### src/assert_macros.svh
// Assertion macros used by the top level of the edge accumulator.
// No dependencies; include by bare file name where assertions are written.
`ifndef ASSERT_MACROS_SVH
`define ASSERT_MACROS_SVH

// Concurrent assertion sampled on the rising clock, off while reset is low.
`define ASSERT_CLK(label, clk, rst_n, prop, msg) \
    label: assert property (@(posedge clk) disable iff (!rst_n) prop) else $error(msg);

// Same, with an explicit implication from a trigger to a consequence.
`define ASSERT_IMPLY(label, clk, rst_n, trig, cons, msg) \
    label: assert property (@(posedge clk) disable iff (!rst_n) (trig) |-> (cons)) \
        else $error(msg);

`endif

### src/ufm_pkg.sv
// Shared types and constants for the union-find edge accumulator.
// No dependencies; imported by the controller, the datapath and the top level.
`timescale 1ns / 1ps
`default_nettype none

package ufm_pkg;

    localparam int NODE_W        = 10;
    localparam int COST_W        = 32;
    localparam int SUM_W         = 42;
    localparam int CNT_W         = 11;
    localparam int NODE_SPAN     = 1 << NODE_W;
    localparam int MAX_NODES_DEF = 1024;
    localparam logic [CNT_W-1:0] NODE_COUNT_RST = CNT_W'(1024);

    typedef struct packed {
        logic              start_graph;
        logic [NODE_W-1:0] node_a;
        logic [NODE_W-1:0] node_b;
        logic [COST_W-1:0] edge_cost;
    } t_edge_req;

    typedef struct packed {
        logic             accepted;
        logic [SUM_W-1:0] total_cost;
        logic             bad_node;
    } t_edge_rsp;

    // Commands from the controller to the datapath.
    typedef struct packed {
        logic capture;
        logic clr_step;
        logic clr_sum;
        logic begin_find;
        logic find_step;
        logic comp_step;
        logic next_side;
        logic link;
        logic out_load;
    } t_dp_cmd;

    // Status from the datapath to the controller.
    typedef struct packed {
        logic start;
        logic bad;
        logic clr_last;
        logic root_done;
        logic comp_done;
        logic side;
        logic out_free;
    } t_dp_sts;

endpackage

`default_nettype wire

### src/ufm_ctrl.sv
// Controller state machine: table sweeps, the two root walks with compression,
// the link step and the hand-off to the result register. Uses ufm_pkg.
`timescale 1ns / 1ps
`default_nettype none

module ufm_ctrl
    import ufm_pkg::*;
(
    input  wire logic    i_clk,
    input  wire logic    i_rst_n,
    input  wire logic    i_in_valid,
    output logic         o_in_ready,
    input  wire t_dp_sts i_sts,
    output t_dp_cmd      o_cmd
);

    localparam logic [3:0] S_INIT  = 4'd0;
    localparam logic [3:0] S_IDLE  = 4'd1;
    localparam logic [3:0] S_CHECK = 4'd2;
    localparam logic [3:0] S_WIPE  = 4'd3;
    localparam logic [3:0] S_ISSUE = 4'd4;
    localparam logic [3:0] S_FIND  = 4'd5;
    localparam logic [3:0] S_COMP  = 4'd6;
    localparam logic [3:0] S_LINK  = 4'd7;
    localparam logic [3:0] S_DONE  = 4'd8;

    logic [3:0] r_state, n_state;

    always_comb begin
        n_state = r_state;
        o_cmd   = '0;
        case (r_state)
            S_INIT: begin
                o_cmd.clr_step = 1'b1;
                o_cmd.clr_sum  = 1'b1;
                if (i_sts.clr_last) begin
                    n_state = S_IDLE;
                end
            end
            S_IDLE: begin
                if (i_in_valid) begin
                    o_cmd.capture = 1'b1;
                    n_state       = S_CHECK;
                end
            end
            S_CHECK: begin
                if (i_sts.start) begin
                    n_state = S_WIPE;
                end else if (i_sts.bad) begin
                    n_state = S_DONE;
                end else begin
                    n_state = S_ISSUE;
                end
            end
            S_WIPE: begin
                o_cmd.clr_step = 1'b1;
                o_cmd.clr_sum  = 1'b1;
                if (i_sts.clr_last) begin
                    n_state = S_CHECK;
                end
            end
            S_ISSUE: begin
                o_cmd.begin_find = 1'b1;
                n_state          = S_FIND;
            end
            S_FIND: begin
                o_cmd.find_step = 1'b1;
                if (i_sts.root_done) begin
                    n_state = S_COMP;
                end
            end
            S_COMP: begin
                o_cmd.comp_step = 1'b1;
                if (i_sts.comp_done) begin
                    if (i_sts.side) begin
                        n_state = S_LINK;
                    end else begin
                        o_cmd.next_side = 1'b1;
                        n_state         = S_ISSUE;
                    end
                end
            end
            S_LINK: begin
                o_cmd.link = 1'b1;
                n_state    = S_DONE;
            end
            S_DONE: begin
                if (i_sts.out_free) begin
                    o_cmd.out_load = 1'b1;
                    n_state        = S_IDLE;
                end
            end
            default: begin
                n_state = S_IDLE;
            end
        endcase
    end

    always_ff @(posedge i_clk) begin
        if (!i_rst_n) begin
            r_state <= S_INIT;
        end else begin
            r_state <= n_state;
        end
    end

    assign o_in_ready = (r_state == S_IDLE);

endmodule

`default_nettype wire

### config.mk
export PLATFORM = sky130hd
export DESIGN_NAME = ufm_ctrl
export DESIGN_NICKNAME = d
export VERILOG_FILES = /design/src/assert_macros.svh /design/src/ufm_pkg.sv /design/src/ufm_ctrl.sv
export SDC_FILE = /design/constraint.sdc
export NUM_CORES = 1
export LEC_CHECK = 0
export ABC_AREA = 1
export BUFFER_PORTS_ARGS = -buffer_cell sky130_fd_sc_hd__buf_2
export CORE_AREA = 2 2 39 41
export DETAILED_ROUTE_END_ITERATION = 16
export DIE_AREA = 0 0 41 43
export GPL_ROUTABILITY_DRIVEN = 0
export GPL_TIMING_DRIVEN = 1
export HOLD_SLACK_MARGIN = 0.1
export PLACE_DENSITY_LB_ADDON = 0.25
export SLEW_MARGIN = 20
export SYNTH_ARGS = -nofsm -noshare
export SYNTH_HDL_FRONTEND = slang
export SYNTH_SLANG_ARGS = --single-unit
### constraint.sdc
create_clock -name i_clk -period 1.3 [get_ports i_clk]
set_input_delay 0.195 -clock i_clk [delete_from_list [all_inputs] [get_ports i_clk]]
set_output_delay 0.195 -clock i_clk [all_outputs]
set_load 0.01 [all_outputs]
==> results.md, run 1 <==
* CTS root buf: clkbuf_4
* Die Footprint at 1760 um2
* Comb pwr share at 67.2%
* DR pass1 iterations at 4
* Arr. time, crit path at approximately 1.2 ns
* Yosys warns at 0
* Int Power at 641 uW
* Commonest non-fill, non-tap cells in the layout: buf_2 (19), nor2_1 (10), nand2_1 (9)
* Worst slew pin tran at around 0.2 ns
* RSZ-0062 raised after global routing: yes
* Post-Syn Instances at 67
* P&R area growth vs syn at 60.9%
* H-tree depth at 1
* Setup crit start kind: register
* Vias in the first global route at 404
* Biggest register: r_state
* Outcome: complete, but fails checks
* Worst-skew pair later-pin latency at 0.23 ns
* Design Power at 1.20 mW
* CP Capture Type: output pin
* Synth top area cells: dfxtp_1 (21%), nor2_1 (13%), inv_1 (11%), nand2_1 (11%), nand3_1 (9.1%)
* Routed via count at between 500 and 600
* IO Pins at 20
* FMAX at approximately 0.73 GHz
* Setup ws final at -0.0677 ns
* Clock buffer depth at 2
* Initial Util at 27.8%
* First-pass GRT wire length at roughly 1500 um
* Initial drt markers at 6
* Wire per inst at 9.51 um
* Hold crit path type: input pin to register
* Row count at 14
* Relative slew slack at a little under nine tenths
* Crit path kind: register to output pin
* Clock power share at 12.3%
* Total track usage at 13.2%
* Detail Route Antenna Nets at 0
* Max VDD drop at approximately 1300 uV
* Final wirelength at 1050 um
* Max-cap violations at 0
* Clk sinks at 4
* HPWL after DPL at 799 um
* Layout cell share with drive strength beyond 1 at 55.3%
* Final hold violation count at 0
* Routed vias/inst at between 4 and 5
* Area leader, netlist: dfxtp_1
* Largest net degree at the start of global routing at 6
* Die W at between 40 and 50 um
* Synth cell types at 17
* Final period util at 105%
* Final setup fails at 5
* Avg Inst Size Synth at 5.73 um2
* Crit path time final at 1.37 ns
* Share of the synthesized area in the top cell type at a little over a fifth
* Sw Share at 46.7%
* Die Y at ~43 um
* Syn nets at 77
* Clk pin slew, worst setup/hold paths at ~0.03 ns
* Initial antenna violation count at 0
* Commonest non-fill, non-tap cell in the layout: buf_2
* Fin area at 618 um2
* Regs by FF count: r_state: 4 flops
* Seq/Total Area, Yosys at 20.8%
* Number of flip-flops in the largest register at 4
* Antenna diodes at 0
* Psw at 561 uW
* Min Hold Slack at 0.201 ns
* GR Overflow Total at 0
* CTS Buf Count at 3
* Synth Register Bits at 4
* Data required, critical path at 1.11 ns
* Core ar. at 1380 um2
* Worst clock skew at 0.00160 ns
* # nets final at 106
* Synthesized area at 384 um2
* Placed Area at 492 um2
* # port buffers at 19
* LEAKAGE at 0.342 nW
* TritonCTS clock tree: yes
* Violations in the final reports: negative setup slack
* Peak fanout along the critical path at 4
* Register share of total power at slightly above 20%
* Pwr/cell area at 1940 nW/um2
* DRC Markers at 0
* Max Slew Vio Count at 0
## power by group through the flow
stage / combinational [mW] / clock, mW / sequential [mW]
after floorplan: 0.490 / 0 / 0.206
final: 0.808 / 0.148 / 0.246
after detailed placement: 0.615 / 0 / 0.214
after CTS: 0.740 / 0.160 / 0.231
after global routing: 0.889 / 0.173 / 0.252
after global placement: 0.611 / 0 / 0.213
## critical path: stages (launching register included)
cell and delay [ns]:
dfxtp_4 0.35, inv_2 0.04, nor2_4 0.08, inv_2 0.06
nor4_2 0.24, buf_2 0.16
## worst paths after layout
path | startpoint | end | slack [ns] | cells past startpoint
max | r_state[2] | o_cmd[2] | -0.07 | 5
min | i_rst_n | r_state[3] | 0.20 | 3
max reg2reg | r_state[2] | r_state[0] | 0.03 | 10
min reg2reg | r_state[1] | r_state[1] | 0.52 | 2
## stage by stage
step	worst slack (ns)	util, %	instances	setup TNS, ns
after detailed placement	0.0390	35.5	101	0
final	-0.0677	44.7	110	-0.222
after global routing	-0.181	44.7	110	-1.06
after floorplan	0.0647	-	67	0
after CTS	-0.0965	40.6	108	-0.386
after global placement	0.0463	35.5	101	0
## kinds of logic after synthesis
family                 share of synthesized area (%)
buffers and inverters                           16.6
AND/OR/NAND/NOR                                 52.4
AO/OA/AOI/OAI                                   10.1
flip-flops                                      20.8
## routing by layer
| metal | track usage [%] | up-vias | share of wire [%] |
|---|---|---|---|
| met4 | 8.00 | 0 | 0 |
| met3 | 4.71 | 0 | 5.0 |
| met5 | 0 | - | 0 |
| met1 | 13.5 | 236 | 41 |
| li1 | - | 261 | - |
| met2 | 21.3 | 14 | 54 |
## area by class of cell
| cell class | count | area (um2) |
|---|---|---|
| clock buffer | 3 | 22.5 |
| fill | 159 | 766 |
| sequential | 4 | 92.6 |
| inverter | 15 | 56.3 |
| timing repair buffer | 25 | 148 |
| multi-input combinational | 47 | 279 |
| tap | 16 | 20.0 |
## what timing repair did
action / 4_1_cts / 5_1_grt
buffers inserted: 4 / 2
hold buffers: 0 / 0
resized for setup: 10 / 12
pin swaps: 6 / 5
endpoints found under the setup margin: 10 / 11
## cell usage after synthesis
| library cell | instances |
|---|---|
| a21boi_1 | 1 |
| a21oi_1 | 2 |
| a21oi_4 | 1 |
| buf_4 | 1 |
| dfxtp_1 | 4 |
| inv_1 | 11 |
| inv_2 | 4 |
| nand2_1 | 11 |
| nand2_2 | 1 |
| nand3_1 | 7 |
| nand3b_1 | 3 |
| nor2_1 | 13 |
| nor2_2 | 3 |
| nor2_4 | 1 |
| nor3_1 | 1 |
| nor4_1 | 2 |
| o21ai_0 | 1 |
(Power assumes the default switching activity.)
==> run 2, diff against run 1 <==
--- a/config.mk
+++ b/config.mk
@@ -14,6 +14,7 @@
 export GPL_TIMING_DRIVEN = 1
 export HOLD_SLACK_MARGIN = 0.1
 export PLACE_DENSITY_LB_ADDON = 0.25
+export REMOVE_ABC_BUFFERS = 1
 export SLEW_MARGIN = 20
 export SYNTH_ARGS = -nofsm -noshare
 export SYNTH_HDL_FRONTEND = slang
==> results.md, run 2 (synthesis results as in run 1) <==
* Commonest non-fill, non-tap cell in the layout: buf_2
* Layout cell share with drive strength beyond 1 at between 60 and 70%
* Clock buffer depth at 2
* Crit path max-delay cell type: dfxtp_4
* Final setup fails at 5
* Crit path kind: register to output pin
* Die W at 41 um
* Worst Hold Launch: i_rst_n
* Max VDD drop at 917 uV
* Initial drt markers at 10
* Critical Path Sink: o_cmd[2]
* DRC Markers at 0
* Worst slew pin tran at about 0.22 ns
* Final hold violation count at 0
* H-tree depth at 1
* Relative slew slack at 85.0%
* Min Hold Slack at 0.197 ns
* P&R area growth vs syn at 83.4%
* Peak fanout along the critical path at 4
* Regs by FF count: r_state: 4 flops
* Worst-skew pair later-pin latency at 0.23 ns
* Worst setup path start: r_state[1]
* Initial antenna violation count at 0
* Arr. time, crit path at between 1 and 1.5 ns
* Wire per inst at 10.3 um
* Outcome: complete, but fails checks
* Setup crit start kind: register
* LEAKAGE at 0.375 nW
* Hold Buf Count CTS at 0
* Crit-path max cell delay at 0.36 ns
* RSZ-0062 raised after global routing: yes
* Final period util at 106%
* IO Pins at 20
* Data required, critical path at 1.11 ns
* Worst r2r src: r_state[1]
* Routed via count at 510
* Pwr/cell area at between 1500 and 2000 nW/um2
* Total track usage at approximately 13%
* Final wirelength at roughly 1200 um
* # nets final at 109
* Hold crit path type: input pin to register
* Row count at 14
* Setup ws final at -0.0735 ns
* Die Footprint at 1760 um2
* CTS root buf: clkbuf_4
* Antenna diodes at 0
* Vias in the first global route at about 400
* Clk pin slew, worst setup/hold paths at approximately 0.030 ns
* Die Y at 43 um
* Violations in the final reports: negative setup slack
* Number of flip-flops in the largest register at 4
* CP Capture Type: output pin
* DR pass1 iterations at 4
* Routed vias/inst at 4.51
* TritonCTS clock tree: yes
* Core ar. at 1380 um2
* Biggest register: r_state
* Crit path cell chain: inv_2 > nor2_4 > inv_2 > nor4_4 > buf_2
* CTS Buf Count at 3
* Max-cap violations at 0
* Commonest non-fill, non-tap cells in the layout: buf_2 (17), nand2_1 (9), nor2_1 (9)
* Detail Route Antenna Nets at 0
* R2R depth at 10
* Crit path top cell by count: inv_2
* Initial Util at 27.8%
* # port buffers at 19
* FMAX at 0.728 GHz
* HPWL after DPL at 768 um
* Clk sinks at 4
* Crit path time final at 1.37 ns
* Largest net degree at the start of global routing at 6
* GR Overflow Total at 0
* Design Power at 1.29 mW
* End of the worst register-to-register path: r_state[1]
* R2r setup slk at 0.01 ns
* Worst clock skew at 0.000560 ns
* First-pass GRT wire length at 1500 um
* Max Slew Vio Count at 0
==> run 2: cell count changes in the layout (fill, tap and decap cells not counted), sizes merged <==
cell  previous run  this run
buf             25        28
==> run 2: worst min-delay path by stage <==
stage	endpoint	depth (start not counted)
5_1_grt	r_state[3]	3
3_3_place_gp	r_state[3]	3
6_report	r_state[3]	3
3_5_place_dp	r_state[3]	3
4_1_cts	r_state[3]	3
2_1_floorplan	r_state[3]	2
==> run 2: metrics by stage <==
step	setup slack, ns	TNS (ns)	cell area, um2	cells	util [%]
after floorplan	0.0647	0	377	66	-
after global placement	0.0277	0	492	101	35.5
final	-0.0735	-0.203	704	113	50.9
after CTS	-0.0858	-0.350	592	111	42.8
after global routing	-0.162	-0.897	704	113	50.9
after detailed placement	0.0465	0	492	101	35.5
==> run 2: per-layer routing <==
layer,part of all wire (%),up-vias,track usage (%)
met4,1.0,0,10.0
met2,56,11,20.9
met1,40,227,13.8
li1,-,270,-
met5,0,-,0
met3,3.8,2,4.71
==> run 2: what timing repair did <==
action                                  CTS  global route
setup buffers                             7             3
pin swaps                                 5             4
endpoints found under the setup margin   10            12
gates resized for setup                  11            23
==> run 2: area by class of cell <==
type,count,area (um2)
sequential,4,92.6
clock buffer,3,22.5
tap,16,20.0
fill,142,679
inverter,15,61.3
multi-input combinational,47,329
timing repair buffer,28,179
==> run 2: report_power, final <==
part / switching (mW) / internal (mW) / total, mW
logic: 0.509 / 0.382 / 0.891
registers: 0.0655 / 0.185 / 0.250
clock network: 0.0439 / 0.103 / 0.147
==> run 2: critical path, delay by kind of cell, from the launching register on <==
| kind | cells | cell delay (ns) |
|---|---|---|
| flip-flops | 1 | 0.36 |
| buffers and inverters | 3 | 0.26 |
| AND/OR/NAND/NOR | 2 | 0.33 |
